## config.mk

```make
export PLATFORM = sky130hd
export DESIGN_NAME = dcd_ctrl
export DESIGN_NICKNAME = d
export VERILOG_FILES = /design/src/rtl/dcd_pkg.sv /design/src/rtl/dcd_ctrl.sv
export SDC_FILE = /design/constraint.sdc
export NUM_CORES = 1
export LEC_CHECK = 0
export ABC_AREA = 1
export BUFFER_PORTS_ARGS = -buffer_cell sky130_fd_sc_hd__buf_2
export CAP_MARGIN = 0
export CORE_MARGIN = 8
export CORE_UTILIZATION = 49
export DETAILED_ROUTE_END_ITERATION = 10
export PLACE_DENSITY = 0.82
export SLEW_MARGIN = 10
export SYNTH_ARGS = -nofsm -noshare
export SYNTH_HDL_FRONTEND = slang
export SYNTH_SLANG_ARGS = --single-unit
export TNS_END_PERCENT = 1
```

## constraint.sdc

```tcl
create_clock -name clk -period 1.3 [get_ports clk]
set_input_delay 0.26 -clock clk [delete_from_list [all_inputs] [get_ports clk]]
set_output_delay 0.26 -clock clk [all_outputs]
set_load 0.02 [all_outputs]
```

## src/rtl/dcd_pkg.sv

```systemverilog
`default_nettype none

package dcd_pkg;

    // atan table geometry
    localparam int TAB_SHIFT  = 8;
    localparam int TAB_POINTS = 1 << TAB_SHIFT;
    localparam int IDX_W      = TAB_SHIFT + 1;
    localparam int Q_FRAC     = 23;
    localparam int DIV_STEPS  = 24;

    localparam logic signed [32:0] HALF_PI_Q30 = 33'sd1686629713;
    localparam logic signed [26:0] CLIP_LIMIT  = 27'sd41943040;
    localparam logic [28:0]        ONE_Q23     = 29'd8388608;

    // diode curves, Q.16
    localparam logic signed [32:0] SI_C = 33'sd235930;
    localparam logic signed [32:0] GE_C = 33'sd229376;
    localparam logic signed [32:0] SI_K = 33'sd23265;
    localparam logic signed [32:0] GE_K = 33'sd7537;
    localparam logic signed [32:0] SI_R = 33'sd468;
    localparam logic signed [32:0] GE_R = 33'sd1311;

    localparam longint CORDIC_ANG [0:10] = '{
        843314857, 497837830, 263043837, 133525159, 67021687, 33543515,
        16775851, 8388437, 4194283, 2097149, 1048576
    };

    typedef logic [30:0] atan_tab_t [0:TAB_POINTS];

    // atan(k/TAB_POINTS) in Q1.30 by 30-step integer CORDIC
    function automatic atan_tab_t build_atan_tab();
        atan_tab_t tab;
        longint    x;
        longint    y;
        longint    z;
        longint    ang;
        longint    dx;
        longint    dy;
        for (int k = 0; k <= TAB_POINTS; k++) begin
            x = longint'(TAB_POINTS) <<< 28;
            y = longint'(k) <<< 28;
            z = 0;
            if (k != 0) begin
                for (int i = 0; i < 30; i++) begin
                    ang = (i < 11) ? CORDIC_ANG[i] : (longint'(1) <<< (30 - i));
                    dx  = y >>> i;
                    dy  = x >>> i;
                    if (y > 0) begin
                        x = x + dx;
                        y = y - dy;
                        z = z + ang;
                    end
                    else begin
                        x = x - dx;
                        y = y + dy;
                        z = z - ang;
                    end
                end
            end
            tab[k] = (z < 0) ? 31'd0 : z[30:0];
        end
        return tab;
    endfunction

    localparam atan_tab_t ATAN_TAB = build_atan_tab();

    // register map
    typedef enum logic [2:0] {
        REG_INPUT_HP_COEFF  = 3'd0,
        REG_CAP_LP_COEFF    = 3'd1,
        REG_OUTPUT_LP_COEFF = 3'd2,
        REG_DRIVE_GAIN      = 3'd3,
        REG_OUTPUT_VOLUME   = 3'd4,
        REG_CAP_ENABLE      = 3'd5,
        REG_DIODE_SELECT    = 3'd6
    } reg_idx_t;

    typedef struct packed {
        logic signed [17:0] input_hp_coeff;
        logic signed [17:0] cap_lp_coeff;
        logic signed [17:0] output_lp_coeff;
        logic [23:0]        drive_gain;
        logic [23:0]        output_volume;
        logic               cap_enable;
        logic               diode_select;
    } cfg_t;

    typedef enum logic [1:0] {
        STG_HP  = 2'd0,
        STG_CAP = 2'd1,
        STG_OUT = 2'd2
    } stage_t;

    typedef enum logic [4:0] {
        OP_NONE,
        OP_LOAD,
        OP_AP_M1,
        OP_AP_Y,
        OP_AP_M2,
        OP_AP_D,
        OP_DRV_M,
        OP_DRV_S,
        OP_U_M,
        OP_U,
        OP_DIV,
        OP_TAB,
        OP_INT_M,
        OP_INT,
        OP_W_M1,
        OP_W_M2,
        OP_W,
        OP_VOL_M,
        OP_OUT
    } op_t;

    typedef struct packed {
        op_t    op;
        stage_t stage;
    } cmd_t;

    typedef struct packed {
        logic inv;
    } status_t;

    // shift right with rounding: add half an LSB, then floor
    function automatic logic signed [66:0] rnd_shr(input logic signed [66:0] v,
                                                   input int sh);
        return (v + (67'sd1 <<< (sh - 1))) >>> sh;
    endfunction

    function automatic logic signed [31:0] sat32(input logic signed [66:0] v);
        if (v > 67'sd2147483647)
            return 32'sh7fffffff;
        else if (v < -67'sd2147483648)
            return 32'sh80000000;
        else
            return v[31:0];
    endfunction

    function automatic logic signed [23:0] sat24(input logic signed [66:0] v);
        if (v > 67'sd8388607)
            return 24'sh7fffff;
        else if (v < -67'sd8388608)
            return 24'sh800000;
        else
            return v[23:0];
    endfunction

endpackage

`default_nettype wire

```

## src/rtl/dcd_ctrl.sv

```systemverilog
`default_nettype none

module dcd_ctrl (
    input  wire logic            clk,
    input  wire logic            rst_n,
    input  wire logic            in_valid,
    output logic                 in_ready,
    output logic                 out_valid,
    input  wire logic            out_ready,
    input  wire logic            cap_enable,
    input  wire dcd_pkg::status_t status,
    output dcd_pkg::cmd_t        cmd
);
    import dcd_pkg::*;

    typedef enum logic [4:0] {
        S_IDLE, S_AP_M1, S_AP_Y, S_AP_M2, S_AP_D, S_DRV_M, S_DRV_S, S_U_M, S_U,
        S_DIV, S_TAB, S_INT_M, S_INT, S_W_M1, S_W_M2, S_W, S_VOL_M, S_FIN
    } state_t;

    state_t      state_reg;
    stage_t      stage_reg;
    logic [4:0]  cnt_reg;
    logic        out_valid_reg;
    logic        out_free;

    assign out_free  = !out_valid_reg || out_ready;
    assign in_ready  = (state_reg == S_IDLE);
    assign out_valid = out_valid_reg;

    // decode commands from state
    always_comb
    begin
        cmd.stage = stage_reg;
        case (state_reg)
            S_IDLE:  cmd.op = in_valid ? OP_LOAD : OP_NONE;
            S_AP_M1: cmd.op = OP_AP_M1;
            S_AP_Y:  cmd.op = OP_AP_Y;
            S_AP_M2: cmd.op = OP_AP_M2;
            S_AP_D:  cmd.op = OP_AP_D;
            S_DRV_M: cmd.op = OP_DRV_M;
            S_DRV_S: cmd.op = OP_DRV_S;
            S_U_M:   cmd.op = OP_U_M;
            S_U:     cmd.op = OP_U;
            S_DIV:   cmd.op = OP_DIV;
            S_TAB:   cmd.op = OP_TAB;
            S_INT_M: cmd.op = OP_INT_M;
            S_INT:   cmd.op = OP_INT;
            S_W_M1:  cmd.op = OP_W_M1;
            S_W_M2:  cmd.op = OP_W_M2;
            S_W:     cmd.op = OP_W;
            S_VOL_M: cmd.op = OP_VOL_M;
            S_FIN:   cmd.op = out_free ? OP_OUT : OP_NONE;
            default: cmd.op = OP_NONE;
        endcase
    end

    // sequence one request through the chain
    always_ff @(posedge clk or negedge rst_n)
    begin
        if (!rst_n)
        begin
            state_reg     <= S_IDLE;
            stage_reg     <= STG_HP;
            cnt_reg       <= '0;
            out_valid_reg <= 1'b0;
        end
        else
        begin
            // raise valid on a finished request, drop it once taken
            if (state_reg == S_FIN && out_free)
                out_valid_reg <= 1'b1;
            else if (out_valid_reg && out_ready)
                out_valid_reg <= 1'b0;
            case (state_reg)
                S_IDLE:
                begin
                    if (in_valid)
                    begin
                        stage_reg <= STG_HP;
                        state_reg <= S_AP_M1;
                    end
                end
                S_AP_M1: state_reg <= S_AP_Y;
                S_AP_Y:  state_reg <= S_AP_M2;
                S_AP_M2: state_reg <= S_AP_D;
                S_AP_D:
                begin
                    case (stage_reg)
                        STG_HP:
                        begin
                            if (cap_enable)
                            begin
                                stage_reg <= STG_CAP;
                                state_reg <= S_AP_M1;
                            end
                            else
                                state_reg <= S_DRV_M;
                        end
                        STG_CAP: state_reg <= S_DRV_M;
                        default: state_reg <= S_VOL_M;
                    endcase
                end
                S_DRV_M: state_reg <= S_DRV_S;
                S_DRV_S: state_reg <= S_U_M;
                S_U_M:   state_reg <= S_U;
                S_U:
                begin
                    cnt_reg   <= '0;
                    state_reg <= S_DIV;
                end
                S_DIV:
                begin
                    // status is valid from here on; skip division when |u| <= 1
                    if (!status.inv || cnt_reg == 5'(DIV_STEPS - 1))
                        state_reg <= S_TAB;
                    cnt_reg <= cnt_reg + 5'd1;
                end
                S_TAB:   state_reg <= S_INT_M;
                S_INT_M: state_reg <= S_INT;
                S_INT:   state_reg <= S_W_M1;
                S_W_M1:  state_reg <= S_W_M2;
                S_W_M2:  state_reg <= S_W;
                S_W:
                begin
                    stage_reg <= STG_OUT;
                    state_reg <= S_AP_M1;
                end
                S_VOL_M: state_reg <= S_FIN;
                S_FIN:
                begin
                    if (out_free)
                        state_reg <= S_IDLE;
                end
                default: state_reg <= S_IDLE;
            endcase
        end
    end

endmodule

`default_nettype wire

```

Word level (Yosys, flattened, before mapping) --
Index checks and enable logic that the tools add are counted.
Operators by class: eq/ne operators 24, add/subtract/negate cells 1, mux-type cells 16, reduce and logical (&&, ||, !) cells 13
Operators with widths (count):
- $pmux 5 s18 | 2
- $eq 5x4->1 const B | 8
- $eq 5x3->1 const B | 4
- $mux 5 | 4
- $pmux 5 s2 | 2
- $eq 5x5->1 const B | 3
- $eq 5x2->1 const B | 2
- $ne 2x2->1 const B | 5
- $mux 2 | 3
- $pmux 2 s3 | 1
- $add 5x1->5 const B | 1
- $eq 5x1->1 const B | 1
- $logic_not 5->1 | 1
- $reduce_and 4->1 | 1
- $reduce_bool 2->1 | 2
- $mux 1 | 3
- $mux 3 | 1
- $reduce_and 3->1 | 1
- $reduce_bool 3->1 | 1
- $eq 2x1->1 const B | 1
- $logic_and 1x1->1 | 2
- $logic_not 1->1 | 2
- $logic_not 2->1 | 1
- $logic_or 1x1->1 | 2
Storage, ports and cells: output and inout bits 9, input port bits 6, word-level logic and storage cells 58, register bits 13

Longest topological paths before layout --
word-level depth 4, mapped depth 10, depth with buffers taken out 9

Worst setup path before layout --
No wires, ideal clock.
path kind flip-flop to output port, from register state_reg[4], to output port cmd[5] (netlist bit), arrival time 1249 ps, path buffers 1, data required time 1040 ps, path slack -209 ps, cell stages (with the launch flop) 7, cells stage by stage dfrtp_1 > inv_2 > buf_4 > nand3_2 > o21ai_1 > a21oi_1 > o211ai_1
RTL lines:
- start, declared | line dcd_ctrl.sv:21 | state_t state_reg;
- start signal, assigned | line dcd_ctrl.sv:63 | state_reg <= S_IDLE;
- start signal, assigned | line dcd_ctrl.sv:81 | state_reg <= S_AP_M1;
- start signal, assigned | line dcd_ctrl.sv:84 | S_AP_M1: state_reg <= S_AP_Y;
- end, declared | line dcd_ctrl.sv:12 | output dcd_pkg::cmd_t cmd

==> impl_metrics.yaml <==
critical_path:
  end_kind: "output port"
  rr_endpoint: "stage_reg[0]"
  reg2reg_slack_ns: -0.18
  path_depth: 7
  critPathTopFamily: "simple AND/OR/NAND/NOR gates"
  slowest_delay_ns: 0.47
  reg2reg_from: "state_reg[0]"
  crit_start: "state_reg[1]"
  cp_num_buf_inv: 2
  crit_type: "reg2out"
  rr_worst_depth: 10
  slowest_stage: "dfrtp_2"
  cp_max_fo: 6
  path_cells: "inv_1 > nor2_2 > nand3_1 > nand2_1 > nor2_1 > nand4_1 > buf_2"
  cp-start-kind: "register"
  cp.arrival_ns: 1.60
  required_ns: 1.04
drt:
  wl_mm: 2.95
  vias: 1105
  dr.pass1.iters: 4
  route.detailed.drc: 0
  drtAntennaViolNets: 0
  vias_per_cell: 5.36
  wl_per_cell_um: 14.3
  dr.first_iter.drc_count: 58
floorplan:
  die_y_um: 60.1
  rows: 16
  die_area_mm2: 0.00361
  start_util: 0.500
  die_w_um: 60.1
  ioPinCount: 15
  core_mm2: 0.00190
clocking:
  htreeDepth: 1
  cts_root_buffer: "clkbuf_4"
  numCtsBuffers: 3
  cts_buffer_depth: 2
  clk_latency_ns: 0.29
  clock_sinks: 13
  cts_tree: "done"
  path_clk_slew_ns: 0.09
logic_synthesis:
  synth_top_area_frac: 0.342
  synth_fa_ha_area_frac: 0.0132
  synth.area.mux_share: 0
  yosysMostFrequentCell: "nand2_1"
  synth_top_family_by_area: "simple AND/OR/NAND/NOR gates"
  synth_seq_cells: 13
  synth_ff_type: "dfrtp_1"
  synthCells: 135
  synth_area_per_cell_um2: 7.04
  syn_nets: 142
  yosys_warnings: 0
  synth_area_leaders: "dfrtp_1, nand2_1, nand3_1"
  synth-compound-area-share: 0.108
  synth.distinct_cells: 27
  synth-async-reset-ratio: 1.00
  synth-xor-area-share: 0.0184
  synth-simple-area-share: 0.439
  synth_top_cell_by_area: "dfrtp_1"
  synthTopCellsByCount: "nand2_1, nor2_1, nand3_1"
  synthesis.area_um2: 951
  synth_edf_count: 0
  yosysSeqAreaShare: 0.342
min_path:
  hp-start: "out_ready"
  whs_endpoint: "out_valid"
  hold-path-cell-count: 2
  min_path_type: "in2reg"
finish:
  syn2layout_area_growth_pct: 43.9
  fin_cells: 206
  fin_nets: 187
  antenna_cells: 0
  drive_above_1_share: 0.475
global_route:
  grt_max_degree: 14
  grt.overflow.total: 0
  grt_use_total: 0.186
  antenna_found_initial: 0
  grt_pass1_vias: 1218
  grt_pass1_wl_mm: 5.05
pwr:
  sw_frac_of_total: 0.506
  cellPowerDensity_mw_per_mm2: 2550
  p_clk_frac: 0.077
  p_int_mw: 1.72
  power.leakage_nw: 0.682
  comb_power_share: 0.710
  switchingPower_mw: 1.76
  total_power_mw: 3.48
  ir_drop_mv: 1.61
  pwr-share-seq: 0.213
timing:
  hold_viol: 0
  fin_crit_ns: 1.86
  fmax_mhz: 537
  worst_slack_ns: -0.563
  post-route-period-util: 1.43
  setup_violations: 12
  rsz0062_at_grt: "yes"
  tightestPinTransition_ns: 0.323
  finalClockSkew_ns: 0.00518
  slew_headroom: 0.784
  slew_viol_final: 0
run:
  drv_cap: 0
place:
  place_congestion: 0.987
  hpwl_mm: 2.16
  numPortBuffers: 14
  dp.cells: 198
run_status:
  violations: "negative setup slack"
  status: "complete, but fails checks"
[per-layer routing]
| layer | wire length (um) | global-route usage |
|---|---|---|
| met5 | 0 | 0 |
| met4 | 126 | 0.129 |
| met3 | 177 | 0.0409 |
| met2 | 1520 | 0.328 |
| met1 | 1130 | 0.190 |
[power groups by stage]
stage                     Clock, mW  Sequential (mW)  Combinational (mW)
after floorplan                   0            0.719                1.36
final                         0.269            0.742                2.47
after CTS                     0.266            0.739                2.41
after global routing          0.291            0.759                2.69
after detailed placement          0            0.729                2.15
after global placement            0            0.709                2.15
[per-stage QoR]
stage	worst slack, ns	util	TNS [ns]	instance area, um^2	hold WS (ns)
after floorplan	-0.146	-	-0.614	983	-0.0356
after global placement	-0.300	0.661	-2.25	1260	0.164
after detailed placement	-0.290	0.661	-2.32	1260	0.175
after CTS	-0.523	0.716	-3.49	1360	0.174
after global routing	-0.643	0.720	-4.83	1370	0.161
final	-0.563	0.720	-3.79	1370	0.167
[layout by cell type, fill, tap and decap left out, drive strengths merged]
| cell | netlist | routed |
|---|---|---|
| a21oi | 2 | 2 |
| buf | 2 | 41 |
| clkbuf | 0 | 4 |
| clkinv | 1 | 1 |
| dfrtp | 13 | 13 |
| dlygate4sd3 | 0 | 1 |
| ha | 1 | 1 |
| inv | 15 | 15 |
| nand2 | 30 | 30 |
| nand3 | 17 | 17 |
| nand3b | 2 | 2 |
| nand4 | 3 | 3 |
| nor2 | 26 | 26 |
| nor3 | 3 | 3 |
| nor3b | 1 | 1 |
| o211ai | 3 | 3 |
| o21ai | 12 | 12 |
| o22ai | 1 | 1 |
| or2 | 1 | 1 |
| xnor2 | 1 | 1 |
| xor2 | 1 | 1 |
[worst register-to-register path, delay by kind of cell, from the launching register on]
| family | cells | cell delay (ns) |
|---|---|---|
| buffers and inverters | 3 | 0.27 |
| DFF | 1 | 0.47 |
| and+or+nand+nor | 7 | 0.68 |
[worst max path at each step]
stage / to / slack [ns]
finish: cmd[3] / -0.56
detailed placement: cmd[3] / -0.29
global route: cmd[5] / -0.64
global placement: cmd[5] / -0.30
CTS: cmd[3] / -0.52
floorplan: cmd[5] / -0.15
[kinds of logic after synthesis]
| family | Yosys count |
|---|---|
| AO/OA/AOI/OAI | 18 |
| AND/OR/NAND/NOR | 83 |
| adder cells (fa/ha/maj) | 1 |
| XOR/XNOR | 2 |
| flip-flops | 13 |
| buffers and inverters | 18 |
[timing repair]
action / 4_1_cts / 5_1_grt
resized for setup: 15 / 3
hold buffers: 1 / 0
cloned: 0 / 0
buffers inserted: 3 / 0
endpoints found under the setup margin: 14 / 16
hold endpoints to repair: 13 / 0
pin swaps: 5 / 2
[area by class of cell]
cell class / instances / area [um^2]
multi-input combinational: 104 / 611
fill: 158 / 533
sequential: 13 / 330
timing repair buffer: 42 / 307
inverter: 16 / 61.3
tap: 27 / 33.8
clock buffer: 4 / 26.3
Power figures use the tool's default switching activity.
